$ cat src/hdl/imh_pkg.sv
`timescale 1ns / 1ps

package imh_pkg;

    // fixed field widths
    localparam int VERTEX_W     = 6;
    localparam int VERTEX_COUNT = 64;
    localparam int KEY_W        = 31;
    localparam int COUNT_W      = 7;

    // request actions
    typedef enum logic [1:0] {
        ACT_INSERT   = 2'd0,
        ACT_EXTRACT  = 2'd1,
        ACT_DECREASE = 2'd2,
        ACT_QUERY    = 2'd3
    } action_t;

    // result status codes
    typedef enum logic [1:0] {
        STATUS_OK     = 2'd0,
        STATUS_EMPTY  = 2'd1,
        STATUS_ABSENT = 2'd2,
        STATUS_FULL   = 2'd3
    } status_t;

    typedef struct packed {
        action_t               action;
        logic [VERTEX_W-1:0]   vertex_id;
        logic [KEY_W-1:0]      new_key;
    } req_t;

    typedef struct packed {
        logic [VERTEX_W-1:0]   out_vertex;
        logic [KEY_W-1:0]      out_key;
        logic                  present;
        status_t               status;
        logic [COUNT_W-1:0]    entry_count;
    } rsp_t;

    // one heap slot
    typedef struct packed {
        logic [VERTEX_W-1:0]   vertex;
        logic [KEY_W-1:0]      key;
    } slot_entry_t;

endpackage

$ cat src/hdl/imh_slot_ram.sv
`timescale 1ns / 1ps

module imh_slot_ram #(
    parameter int DEPTH  = 64,
    parameter int ADDR_W = 6
) (
    input  logic                      clk,
    input  logic                      wr_en,
    input  logic [ADDR_W-1:0]         wr_addr,
    input  imh_pkg::slot_entry_t      wr_data,
    input  logic [ADDR_W-1:0]         rd_addr_a,
    input  logic [ADDR_W-1:0]         rd_addr_b,
    output imh_pkg::slot_entry_t      rd_data_a,
    output imh_pkg::slot_entry_t      rd_data_b
);
    import imh_pkg::*;

    slot_entry_t mem [DEPTH];
    slot_entry_t rd_a_reg;
    slot_entry_t rd_b_reg;

    // one write port, two registered read ports
    always_ff @(posedge clk)
    begin
        if (wr_en)
        begin
            mem[wr_addr] <= wr_data;
        end
        rd_a_reg <= mem[rd_addr_a];
        rd_b_reg <= mem[rd_addr_b];
    end

    assign rd_data_a = rd_a_reg;
    assign rd_data_b = rd_b_reg;

endmodule

$ cat src/hdl/indexed_min_heap_core.sv
`timescale 1ns / 1ps

// channel | handshake            | payload
// --------+----------------------+----------------------------------------------
// request | start high, busy low | request: action, vertex_id, new_key
// result  | done, one cycle      | result: out_vertex, out_key, present, status,
//         |                      |         entry_count
//
// done rises once the request has run its course, and busy falls with it:
// a failed request ends at dispatch; query, duplicate insert, kept key or last entry
// end after one slot read; insert climbs level by level, decrease reads the key first;
// extract takes the root and the last entry, then descends level by level.
// reset clears the entry count and presence bits; slot and position memories need no clearing.
// the receiver cannot stall: done lasts one cycle and the next transfer may come with it.

module indexed_min_heap_core #(
    parameter int CAPACITY = 64
) (
    input  logic           clk,
    input  logic           rst_n,
    input  logic           start,
    input  imh_pkg::req_t  request,
    output logic           busy,
    output logic           done,
    output imh_pkg::rsp_t  result
);
    import imh_pkg::*;

    localparam int SLOT_W  = (CAPACITY > 1) ? $clog2(CAPACITY) : 1;
    localparam int CNT_W   = $clog2(CAPACITY + 1);
    localparam int CHILD_W = SLOT_W + 2;

    typedef enum logic [2:0] {
        S_IDLE,
        S_DISPATCH,
        S_KEYED,
        S_EXT_TAKE,
        S_UP_RD,
        S_UP_CMP,
        S_DN_RD,
        S_DN_CMP
    } state_t;

    state_t                    state_reg, state_next;
    req_t                      req_reg, req_next;
    logic [CNT_W-1:0]          size_reg, size_next;
    logic [SLOT_W-1:0]         hole_reg, hole_next;
    slot_entry_t               move_reg, move_next;
    slot_entry_t               ext_reg, ext_next;
    logic [VERTEX_COUNT-1:0]   valid_reg, valid_next;
    logic                      done_reg, done_next;
    rsp_t                      result_reg, result_next;

    // slot store ports
    logic                      slot_wr_en;
    logic [SLOT_W-1:0]         slot_wr_addr;
    slot_entry_t               slot_wr_data;
    logic [SLOT_W-1:0]         rd_addr_a, rd_addr_b;
    slot_entry_t               rd_data_a, rd_data_b;

    // vertex position memory
    logic [SLOT_W-1:0]         pos_mem [VERTEX_COUNT];
    logic [SLOT_W-1:0]         pos_rd_reg;
    logic [VERTEX_W-1:0]       pos_rd_addr;
    logic                      pos_wr_en;
    logic [VERTEX_W-1:0]       pos_wr_addr;
    logic [SLOT_W-1:0]         pos_wr_data;

    // sift helpers
    logic                      present_v;
    logic [SLOT_W-1:0]         parent_idx;
    logic [CHILD_W-1:0]        child_l, child_r, size_ext;
    logic                      l_ok, r_ok, up_swap;
    logic [KEY_W-1:0]          best_key;

    function automatic rsp_t make_rsp(
        input logic [VERTEX_W-1:0] v,
        input logic [KEY_W-1:0]    k,
        input logic                p,
        input status_t             st,
        input logic [CNT_W-1:0]    cnt
    );
        rsp_t r;
        r.out_vertex  = v;
        r.out_key     = k;
        r.present     = p;
        r.status      = st;
        r.entry_count = COUNT_W'(cnt);
        return r;
    endfunction

    imh_slot_ram #(
        .DEPTH  (CAPACITY),
        .ADDR_W (SLOT_W)
    ) u_slot_ram (
        .clk       (clk),
        .wr_en     (slot_wr_en),
        .wr_addr   (slot_wr_addr),
        .wr_data   (slot_wr_data),
        .rd_addr_a (rd_addr_a),
        .rd_addr_b (rd_addr_b),
        .rd_data_a (rd_data_a),
        .rd_data_b (rd_data_b)
    );

    // position memory, registered read
    always_ff @(posedge clk)
    begin
        if (pos_wr_en)
        begin
            pos_mem[pos_wr_addr] <= pos_wr_data;
        end
        pos_rd_reg <= pos_mem[pos_rd_addr];
    end

    // shared key compare and index arithmetic
    assign present_v  = valid_reg[req_reg.vertex_id];
    assign parent_idx = (hole_reg - SLOT_W'(1)) >> 1;
    assign child_l    = {1'b0, hole_reg, 1'b1};
    assign child_r    = child_l + CHILD_W'(1);
    assign size_ext   = CHILD_W'(size_reg);
    assign up_swap    = rd_data_a.key > move_reg.key;
    assign l_ok       = (child_l < size_ext) && (move_reg.key > rd_data_a.key);
    assign best_key   = l_ok ? rd_data_a.key : move_reg.key;
    assign r_ok       = (child_r < size_ext) && (best_key > rd_data_b.key);

    // sequencer next state
    always_comb
    begin
        state_next   = state_reg;
        req_next     = req_reg;
        size_next    = size_reg;
        hole_next    = hole_reg;
        move_next    = move_reg;
        ext_next     = ext_reg;
        valid_next   = valid_reg;
        done_next    = 1'b0;
        result_next  = result_reg;
        slot_wr_en   = 1'b0;
        slot_wr_addr = hole_reg;
        slot_wr_data = move_reg;
        pos_wr_en    = 1'b0;
        pos_wr_addr  = move_reg.vertex;
        pos_wr_data  = hole_reg;
        rd_addr_a    = '0;
        rd_addr_b    = '0;
        pos_rd_addr  = (state_reg == S_IDLE) ? request.vertex_id : req_reg.vertex_id;

        unique case (state_reg)
            S_IDLE:
            begin
                if (start)
                begin
                    req_next   = request;
                    state_next = S_DISPATCH;
                end
            end

            S_DISPATCH:
            begin
                unique case (req_reg.action)
                    ACT_INSERT:
                    begin
                        if (present_v)
                        begin
                            rd_addr_a  = pos_rd_reg;
                            state_next = S_KEYED;
                        end
                        else if (size_reg >= CNT_W'(CAPACITY))
                        begin
                            done_next   = 1'b1;
                            result_next = make_rsp(req_reg.vertex_id, '0, 1'b0,
                                                   STATUS_FULL, size_reg);
                            state_next  = S_IDLE;
                        end
                        else
                        begin
                            move_next.vertex = req_reg.vertex_id;
                            move_next.key    = req_reg.new_key;
                            hole_next        = size_reg[SLOT_W-1:0];
                            size_next        = size_reg + CNT_W'(1);
                            valid_next[req_reg.vertex_id] = 1'b1;
                            state_next       = S_UP_RD;
                        end
                    end
                    ACT_EXTRACT:
                    begin
                        if (size_reg == '0)
                        begin
                            done_next   = 1'b1;
                            result_next = make_rsp('0, '0, 1'b0, STATUS_EMPTY, size_reg);
                            state_next  = S_IDLE;
                        end
                        else
                        begin
                            rd_addr_a  = '0;
                            rd_addr_b  = SLOT_W'(size_reg - CNT_W'(1));
                            state_next = S_EXT_TAKE;
                        end
                    end
                    ACT_DECREASE, ACT_QUERY:
                    begin
                        if (!present_v)
                        begin
                            done_next   = 1'b1;
                            result_next = make_rsp(req_reg.vertex_id, '0, 1'b0,
                                                   STATUS_ABSENT, size_reg);
                            state_next  = S_IDLE;
                        end
                        else
                        begin
                            rd_addr_a  = pos_rd_reg;
                            state_next = S_KEYED;
                        end
                    end
                endcase
            end

            // current key of a present vertex is on read port a
            S_KEYED:
            begin
                if ((req_reg.action == ACT_DECREASE) && (req_reg.new_key <= rd_data_a.key))
                begin
                    move_next.vertex = req_reg.vertex_id;
                    move_next.key    = req_reg.new_key;
                    hole_next        = pos_rd_reg;
                    state_next       = S_UP_RD;
                end
                else
                begin
                    done_next   = 1'b1;
                    result_next = make_rsp(req_reg.vertex_id, rd_data_a.key, 1'b1,
                                           (req_reg.action == ACT_INSERT) ? STATUS_FULL
                                                                          : STATUS_OK,
                                           size_reg);
                    state_next  = S_IDLE;
                end
            end

            // root on port a, last entry on port b
            S_EXT_TAKE:
            begin
                ext_next  = rd_data_a;
                move_next = rd_data_b;
                hole_next = '0;
                size_next = size_reg - CNT_W'(1);
                valid_next[rd_data_a.vertex] = 1'b0;
                if (size_reg == CNT_W'(1))
                begin
                    done_next   = 1'b1;
                    result_next = make_rsp(rd_data_a.vertex, rd_data_a.key, 1'b0,
                                           STATUS_OK, size_next);
                    state_next  = S_IDLE;
                end
                else
                begin
                    state_next = S_DN_RD;
                end
            end

            S_UP_RD:
            begin
                if (hole_reg == '0)
                begin
                    slot_wr_en  = 1'b1;
                    pos_wr_en   = 1'b1;
                    done_next   = 1'b1;
                    result_next = make_rsp(req_reg.vertex_id, req_reg.new_key, 1'b1,
                                           STATUS_OK, size_reg);
                    state_next  = S_IDLE;
                end
                else
                begin
                    rd_addr_a  = parent_idx;
                    state_next = S_UP_CMP;
                end
            end

            // parent moves down into the hole, or the entry settles
            S_UP_CMP:
            begin
                slot_wr_en = 1'b1;
                pos_wr_en  = 1'b1;
                if (up_swap)
                begin
                    slot_wr_data = rd_data_a;
                    pos_wr_addr  = rd_data_a.vertex;
                    hole_next    = parent_idx;
                    state_next   = S_UP_RD;
                end
                else
                begin
                    done_next   = 1'b1;
                    result_next = make_rsp(req_reg.vertex_id, req_reg.new_key, 1'b1,
                                           STATUS_OK, size_reg);
                    state_next  = S_IDLE;
                end
            end

            S_DN_RD:
            begin
                rd_addr_a  = child_l[SLOT_W-1:0];
                rd_addr_b  = child_r[SLOT_W-1:0];
                state_next = S_DN_CMP;
            end

            // smaller child moves up into the hole, or the entry settles
            S_DN_CMP:
            begin
                slot_wr_en = 1'b1;
                pos_wr_en  = 1'b1;
                if (r_ok)
                begin
                    slot_wr_data = rd_data_b;
                    pos_wr_addr  = rd_data_b.vertex;
                    hole_next    = child_r[SLOT_W-1:0];
                    state_next   = S_DN_RD;
                end
                else if (l_ok)
                begin
                    slot_wr_data = rd_data_a;
                    pos_wr_addr  = rd_data_a.vertex;
                    hole_next    = child_l[SLOT_W-1:0];
                    state_next   = S_DN_RD;
                end
                else
                begin
                    done_next   = 1'b1;
                    result_next = make_rsp(ext_reg.vertex, ext_reg.key, 1'b0,
                                           STATUS_OK, size_reg);
                    state_next  = S_IDLE;
                end
            end

            default:
            begin
                state_next = S_IDLE;
            end
        endcase
    end

    // state and registered outputs
    always_ff @(posedge clk or negedge rst_n)
    begin
        if (!rst_n)
        begin
            state_reg <= S_IDLE;
            size_reg  <= '0;
            valid_reg <= '0;
            done_reg  <= 1'b0;
        end
        else
        begin
            state_reg <= state_next;
            size_reg  <= size_next;
            valid_reg <= valid_next;
            done_reg  <= done_next;
        end
    end

    // payload registers
    always_ff @(posedge clk)
    begin
        req_reg    <= req_next;
        hole_reg   <= hole_next;
        move_reg   <= move_next;
        ext_reg    <= ext_next;
        result_reg <= result_next;
    end

    assign busy   = (state_reg != S_IDLE);
    assign done   = done_reg;
    assign result = result_reg;

endmodule

$ cat config.mk
export PLATFORM = sky130hd
export DESIGN_NAME = indexed_min_heap_core
export DESIGN_NICKNAME = d
export VERILOG_FILES = /design/src/hdl/imh_pkg.sv /design/src/hdl/imh_slot_ram.sv /design/src/hdl/indexed_min_heap_core.sv
export SDC_FILE = /design/constraint.sdc
export NUM_CORES = 2
export LEC_CHECK = 0
export ABC_AREA = 0
export BUFFER_PORTS_ARGS = -buffer_cell sky130_fd_sc_hd__buf_2
export CORE_MARGIN = 4
export CORE_UTILIZATION = 40
export CTS_BUF_LIST = sky130_fd_sc_hd__clkbuf_8
export CTS_CLUSTER_SIZE = 12
export DETAILED_ROUTE_END_ITERATION = 8
export GPL_TIMING_DRIVEN = 1
export MAX_ROUTING_LAYER = met4
export PLACE_DENSITY = 0.59
export RECOVER_POWER = 25
export SETUP_SLACK_MARGIN = 0.5
export SKIP_CTS_REPAIR_TIMING = 1
export SLEW_MARGIN = 20
export SYNTH_ARGS = -nofsm -noshare
export SYNTH_HDL_FRONTEND = slang
export SYNTH_SLANG_ARGS = --single-unit
$ cat constraint.sdc
create_clock -name clk -period 9 [get_ports clk]
set_input_delay 0.45 -clock clk [delete_from_list [all_inputs] [get_ports clk]]
set_output_delay 0.45 -clock clk [all_outputs]
set_load 0.03 [all_outputs]
== Yosys cells after proc, flatten, opt, wreduce, memory -nomap -nowiden ==
Memories as Yosys holds them, arrays and structs flattened. A register that Yosys moved wholly into a read port is not among the register bits.
Cells that the tools add are included.
W data, S select, Z words.
Word-level totals
  memories kept: 2
  bits in writable memories: 2752
  input bits: 42
  word-level logic and storage cells: 172
  output and inout bits: 49
  register bits: 241
Memories
  u_slot_ram.mem: depth 64, bits a word 37, rd ports 2, clocked after memory_dff 2, wr ports 1, line imh_slot_ram.sv:18  | slot_entry_t mem [DEPTH];
  pos_mem: depth 64, bits a word 6, rd ports 1, clocked after memory_dff 1, wr ports 1, line indexed_min_heap_core.sv:62  | logic [SLOT_W-1:0] pos_mem [VERTEX_COUNT];
Operators by class
  reduce and logical (&&, ||, !) cells: 22
  mux-type cells: 85
  bitwise logic cells: 3
  magnitude comparators: 11
  add/sub/neg operators: 4
  equality and inequality tests: 28
Operators with widths (count)
  $mux W47: 10
  $pmux W47 S6: 1
  $mux W37: 7
  $mux W64: 3
  $pmux W47 S3: 1
  $pmux W64 S2: 1
  $pmux W37 S3: 1
  $gt A31 B31 Y1: 3
  $mux W6: 14
  $pmux W37 S2: 1
  $and A64 B64 Y64: 1
  $not A64 Y64: 1
  $or A64 B64 Y64: 1
  $pmux W6 S2: 3
  $le A31 B31 Y1: 1
  $mux W31: 1
  $pmux W6 S5: 1
  $mux W3: 9
  $ne A2 B2 Y1 const B: 12
  $pmux W3 S8: 1
  $mux W7: 3
  $pmux W6 S3: 1
  $mux W1: 15
  $ne A3 B3 Y1 const B: 5
  other kinds (40): 56

== Logic depth before layout (Yosys ltp) ==
  depth in word-level cells: 9
  depth in mapped cells: 28

== Modules after synthesis ==
Synthesis repeated with hierarchy kept, for this count alone.
Unflattened totals
  cells, all modules: 7542
  area, all modules: 140840.1 µm²
By module, submodules not included
  imh_slot_ram: area an instance 110667.4 µm², cells each 5224, times used 1, seq. area each 72589.6 µm²
  indexed_min_heap_core: area an instance 30172.7 µm², cells each 2318, times used 1, seq. area each 18512.8 µm²

== Least setup slack after synthesis ==
No wires, ideal clock.
  path type: register -> register
  from: register hole_reg[1]
  to: memory u_slot_ram.mem[0][0] in the netlist's numbering (data pin)
  stages on the path, launching flop included: 21
  arrival time: 7.892 ns
  clock period less this slack: 8.594 ns
  path buffers: 2
  slack: 0.406 ns
  data required time: 8.298 ns
  setup time: 0.702 ns
  path through: edfxtp_1 > ha_1 > nor2b_1 > o21a_1 > o21ai_0 > nand2b_1 > a21oi_1 > nor2b_1 > a2111oi_2 > clkbuf_1 > buf_1 > mux2_2 > ha_1 > a21o_1 > a21o_1 > a21oi_1 > o21ai_0 > a211o_1 > a21oi_1 > o21ai_0 > o21ai_0
RTL lines
  start, declared: line indexed_min_heap_core.sv:47  | logic [SLOT_W-1:0] hole_reg, hole_next;
  start signal, assigned: line indexed_min_heap_core.sv:365  | hole_reg <= hole_next;
  end, declared: line imh_slot_ram.sv:18

== Worst setup path after layout ==
  from: register state_reg[2]
  to: memory u_slot_ram.mem[20][36] in the netlist's numbering (enable)
On the way
  longest elaborated chain between the ends: 5
RTL lines
  start, declared: line indexed_min_heap_core.sv:44  | state_t state_reg, state_next;
  start signal, assigned: line indexed_min_heap_core.sv:354  | state_reg <= state_next;
  $eq A3 B3 Y1: line indexed_min_heap_core.sv:149  | unique case (state_reg)
  $reduce_or A2 Y1 (no line)
  $pmux W1 S2 (*): line indexed_min_heap_core.sv:149
  $mux W1 (*): line imh_slot_ram.sv:25  | if (wr_en)
  $mux W1 (implied by the code) (*): line imh_slot_ram.sv:27  | mem[wr_addr] <= wr_data;
Every way passes the cells marked *; elsewhere a longest branch is shown, timed or not.

==> impl_summary.md <==
Detailed routing
The routed design has 552 mm of wire. The remaining number of nets flagged by the antenna check after routing is 0. After the first detailed-routing iteration, the DRC count stood at 17306. The final route contains 104867 vias. After detailed routing, the number of remaining DRC violations is 0. The detailed-routing iteration count for the pre-antenna-repair pass is 9. In the final routed layout, each cell accounts on average for 34.2 um. After detailed routing, the number of vias per cell comes to 6.51.

Timing
The max-slew violation count is 1236. The worst pin sits at a relative slew slack of -1.93. The part of the cycle the worst path needs is 0.954.

The setup TNS is 0 ns. Across all hold checks on the routed design, the worst slack comes to around 0.032 ns. The minimum clock period after layout is 8.58 ns. The maximum operating frequency is 0.117 GHz. The number of setup violations in the final report is 0. The number of hold violations in the final report is 0. The actual slew at the worst max-slew pin is 4.39 ns. The final worst-path setup slack is 0.418 ns. Setup repair after global routing left no endpoint under its margin. The clock tree skew after final layout is around 0.089 ns.

Layout
The layout has 31558 filler cells. The number of standard cells in the layout, taps in and fillers out is 16111. The finished layout cell area is 161000 um^2.

The register with the most flip-flops in the layout has about 2400 of them. The area growth from synthesis to layout is 12.4%. Measured on the finished design, the core utilization comes to 0.451. The fraction of layout instances using a drive strength above 1 is 0.170. The final net count is around 11000.

Place
The number of port buffers is 90. The cell total after placement is 15080. The HPWL after detailed placement is 314 mm. Before CTS, the worst setup slack after placement is 0.725 ns. After detailed placement, the total cell area comes to 151000 um^2. Routability-driven placement finished with a final weighted congestion of 0.943.

Floorplan
The floorplan step defined a core boundary enclosing 356000 um^2. The full die area is 367000 um^2. Pin placement for this block handled 91 I/O pins.

The placement row count is 219. The initial utilization of the core area, before any placement, comes to 0.402. From bottom edge to top edge, the die measures 606 um. Measured along the x axis, the die boundary spans just over 600 um.

Synth
Yosys printed 0 warnings. The count of flip-flops with a built-in enable after synthesis is 2918. Of the synthesized area, sequential elements account for 0.638. The flop and latch count out of synthesis is about 3000.

The most used flip-flop cell after synthesis is sky130_fd_sc_hd__edfxtp_1. The mean post-synth cell area is 13.4 um^2. The number of nets handed over by synthesis was 10822. The async set or reset register ratio after synthesis is 0.0244.

The number of distinct standard cells referenced by the synthesized netlist is 74. The mapped netlist covers about 140000 um^2. In the synthesized netlist, the number of instances is 10669.

GRT
The pin count of the biggest net entering global routing is between 100 and 150. The via count of the first global-routing pass is 100253. The initial antenna violation count is 43. For this run, the total global-route usage over all layers was measured as 0.300.

The first global-routing pass estimated between 700 and 800 mm of wire. The global route total overflow is 0.

Power
For this design the static power due to leakage is roughly 53 nW. Power spread over the standard cell area amounts to 307 nW/um^2. Total power for the finished layout comes to ~49 mW. The worst-case IR drop observed on VDD is 0.000270 V.

Clock network
The root buffer cell is sky130_fd_sc_hd__clkbuf_8. The number of buffers created by CTS is 485. Clock-pin slew was measured on the worst setup and hold paths at around 0.060 ns. At the later pin of the worst-skew pair, clock insertion delay measures approximately 1.2 ns. The H-tree depth is 5. The TritonCTS clock tree is built. For this design, the sink count on the clock tree is 3073.

The clock passes through at most 4 buffers.

Min path
The worst hold path begins at request[22]. The path category of the worst min-delay check is in -> reg. Along the worst hold path, the cell count comes to 2. The worst hold path terminates at req_reg[22].

Worst setup path
The startpoint of the worst-slack reg-to-reg timing path is state_reg[2]. The worst setup path is captured at a flip-flop. The endpoint identified for the worst register-to-register timing path is u_slot_ram.mem[20][36]. The largest fanout on the critical path is 45. STA puts the critical path data required time at 9.59 ns.

By startpoint and endpoint, the worst setup path is classified as reg -> reg. The endpoint arrival time on the critical path is 9.18 ns. Setup slack on the worst reg-to-reg path comes out at 0.42 ns.

The worst register-to-register path has a depth of 5. The startpoint class of the critical path is a flip-flop.

Flow run
Across the run, the number of max-cap violations was 66.

Outcome
The checks that failed: max-capacitance violations, max-slew violations. The run finished, with violations left.
==> synth_stat cells (61+ instances only) <==
library cell | instances | area (um^2)
sky130_fd_sc_hd__edfxtp_1 | 2918 | 87600
sky130_fd_sc_hd__nand2_1 | 2499 | 9380
sky130_fd_sc_hd__mux4_2 | 720 | 16200
sky130_fd_sc_hd__nand3_1 | 704 | 3520
sky130_fd_sc_hd__a21oi_1 | 501 | 2510
sky130_fd_sc_hd__clkbuf_1 | 478 | 1790
sky130_fd_sc_hd__a31oi_1 | 227 | 1420
sky130_fd_sc_hd__a211oi_1 | 225 | 1690
sky130_fd_sc_hd__nor2_1 | 199 | 747
sky130_fd_sc_hd__and2_1 | 171 | 1070
sky130_fd_sc_hd__buf_1 | 162 | 608
sky130_fd_sc_hd__buf_2 | 157 | 786
sky130_fd_sc_hd__a311oi_1 | 149 | 1310
sky130_fd_sc_hd__and3_1 | 149 | 932
sky130_fd_sc_hd__mux2i_1 | 147 | 1470
sky130_fd_sc_hd__o21ai_0 | 138 | 691
sky130_fd_sc_hd__inv_1 | 125 | 469
sky130_fd_sc_hd__ha_1 | 111 | 1390
sky130_fd_sc_hd__dfxtp_1 | 80 | 1600
sky130_fd_sc_hd__dfrtp_1 | 75 | 1880
sky130_fd_sc_hd__o22ai_1 | 61 | 382
==> power by group <==
| part | switching, mW | internal (mW) |
|---|---|---|
| Clock | 5.84 | 6.16 |
| Sequential | 0.707 | 17.9 |
| Combinational | 13.3 | 5.41 |
| Total | 19.9 | 29.4 |
==> worst max path at each step <==
stage / end / startpoint / cells after the start / slack [ns]
final: u_slot_ram.mem[20][36] / state_reg[2] / 5 / 0.42
after global routing: u_slot_ram.mem[24][18] / state_reg[1] / 7 / 0.40
after CTS: pos_mem[45][2] / u_slot_ram.rd_data_a[16] / 25 / 0.64
after detailed placement: pos_mem[43][3] / u_slot_ram.rd_data_a[16] / 25 / 0.73
after global placement: pos_mem[46][4] / u_slot_ram.rd_data_a[16] / 27 / 0.82
after floorplan: pos_mem[36][0] / hole_reg[1] / 26 / 0.82
==> worst max-delay path, cell delays in order, from the launching register on <==
cell	delay [ns]
sky130_fd_sc_hd__dfrtp_1	0.35
sky130_fd_sc_hd__clkbuf_1	1.97
sky130_fd_sc_hd__nand2_1	0.49
sky130_fd_sc_hd__or4b_2	0.95
sky130_fd_sc_hd__nor2_1	1.17
sky130_fd_sc_hd__clkbuf_1	3.03
==> kinds of logic after synthesis <==
family,synth area share
compound gates,0.0772
xor+xnor,0.00153
mux,0.126
fa+ha+maj,0.00972
simple gates,0.121
buf+inv,0.0264
flops,0.638
==> cells in the final DEF (no fill, tap or decap), drive strengths merged, types with 34 or more instances in the layout <==
cell type and instances:
a211oi 225, a21o 34, a21oi 503, a222oi 42, a311oi 149, a31oi 227, and2 173, and3 149
buf 366, clkbuf 618, clkinv 191, dfrtp 75, dfxtp 80, diode 69, dlygate4sd3 65, edfxtp 2918
ha 111, inv 279, mux2i 147, mux4 720, nand2 2499, nand3 704, nand4 58, nor2 201
nor3 52, nor4 49, o2111ai 35, o21ai 143, o22ai 61
==> layer usage <==
layer,GRT usage,share of wire,up-vias
met5,-,0,-
met4,0.143,0.056,0
met3,0.0982,0.15,1698
met2,0.425,0.43,8357
met1,0.388,0.37,53054
li1,-,-,41758
==> cell type report <==
type,count,area (um^2),area share
Sequential cell,3073,91100,0.567
Multi-Input combinational cell,6661,48800,0.304
Clock buffer,514,7070,0.0441
Tap cell,4751,5940,0.0370
Timing Repair Buffer,535,4510,0.0281
Clock inverter,380,2510,0.0156
Inverter,128,480,0.00299
Antenna cell,69,173,0.00108
(Power assumes the default switching activity.)
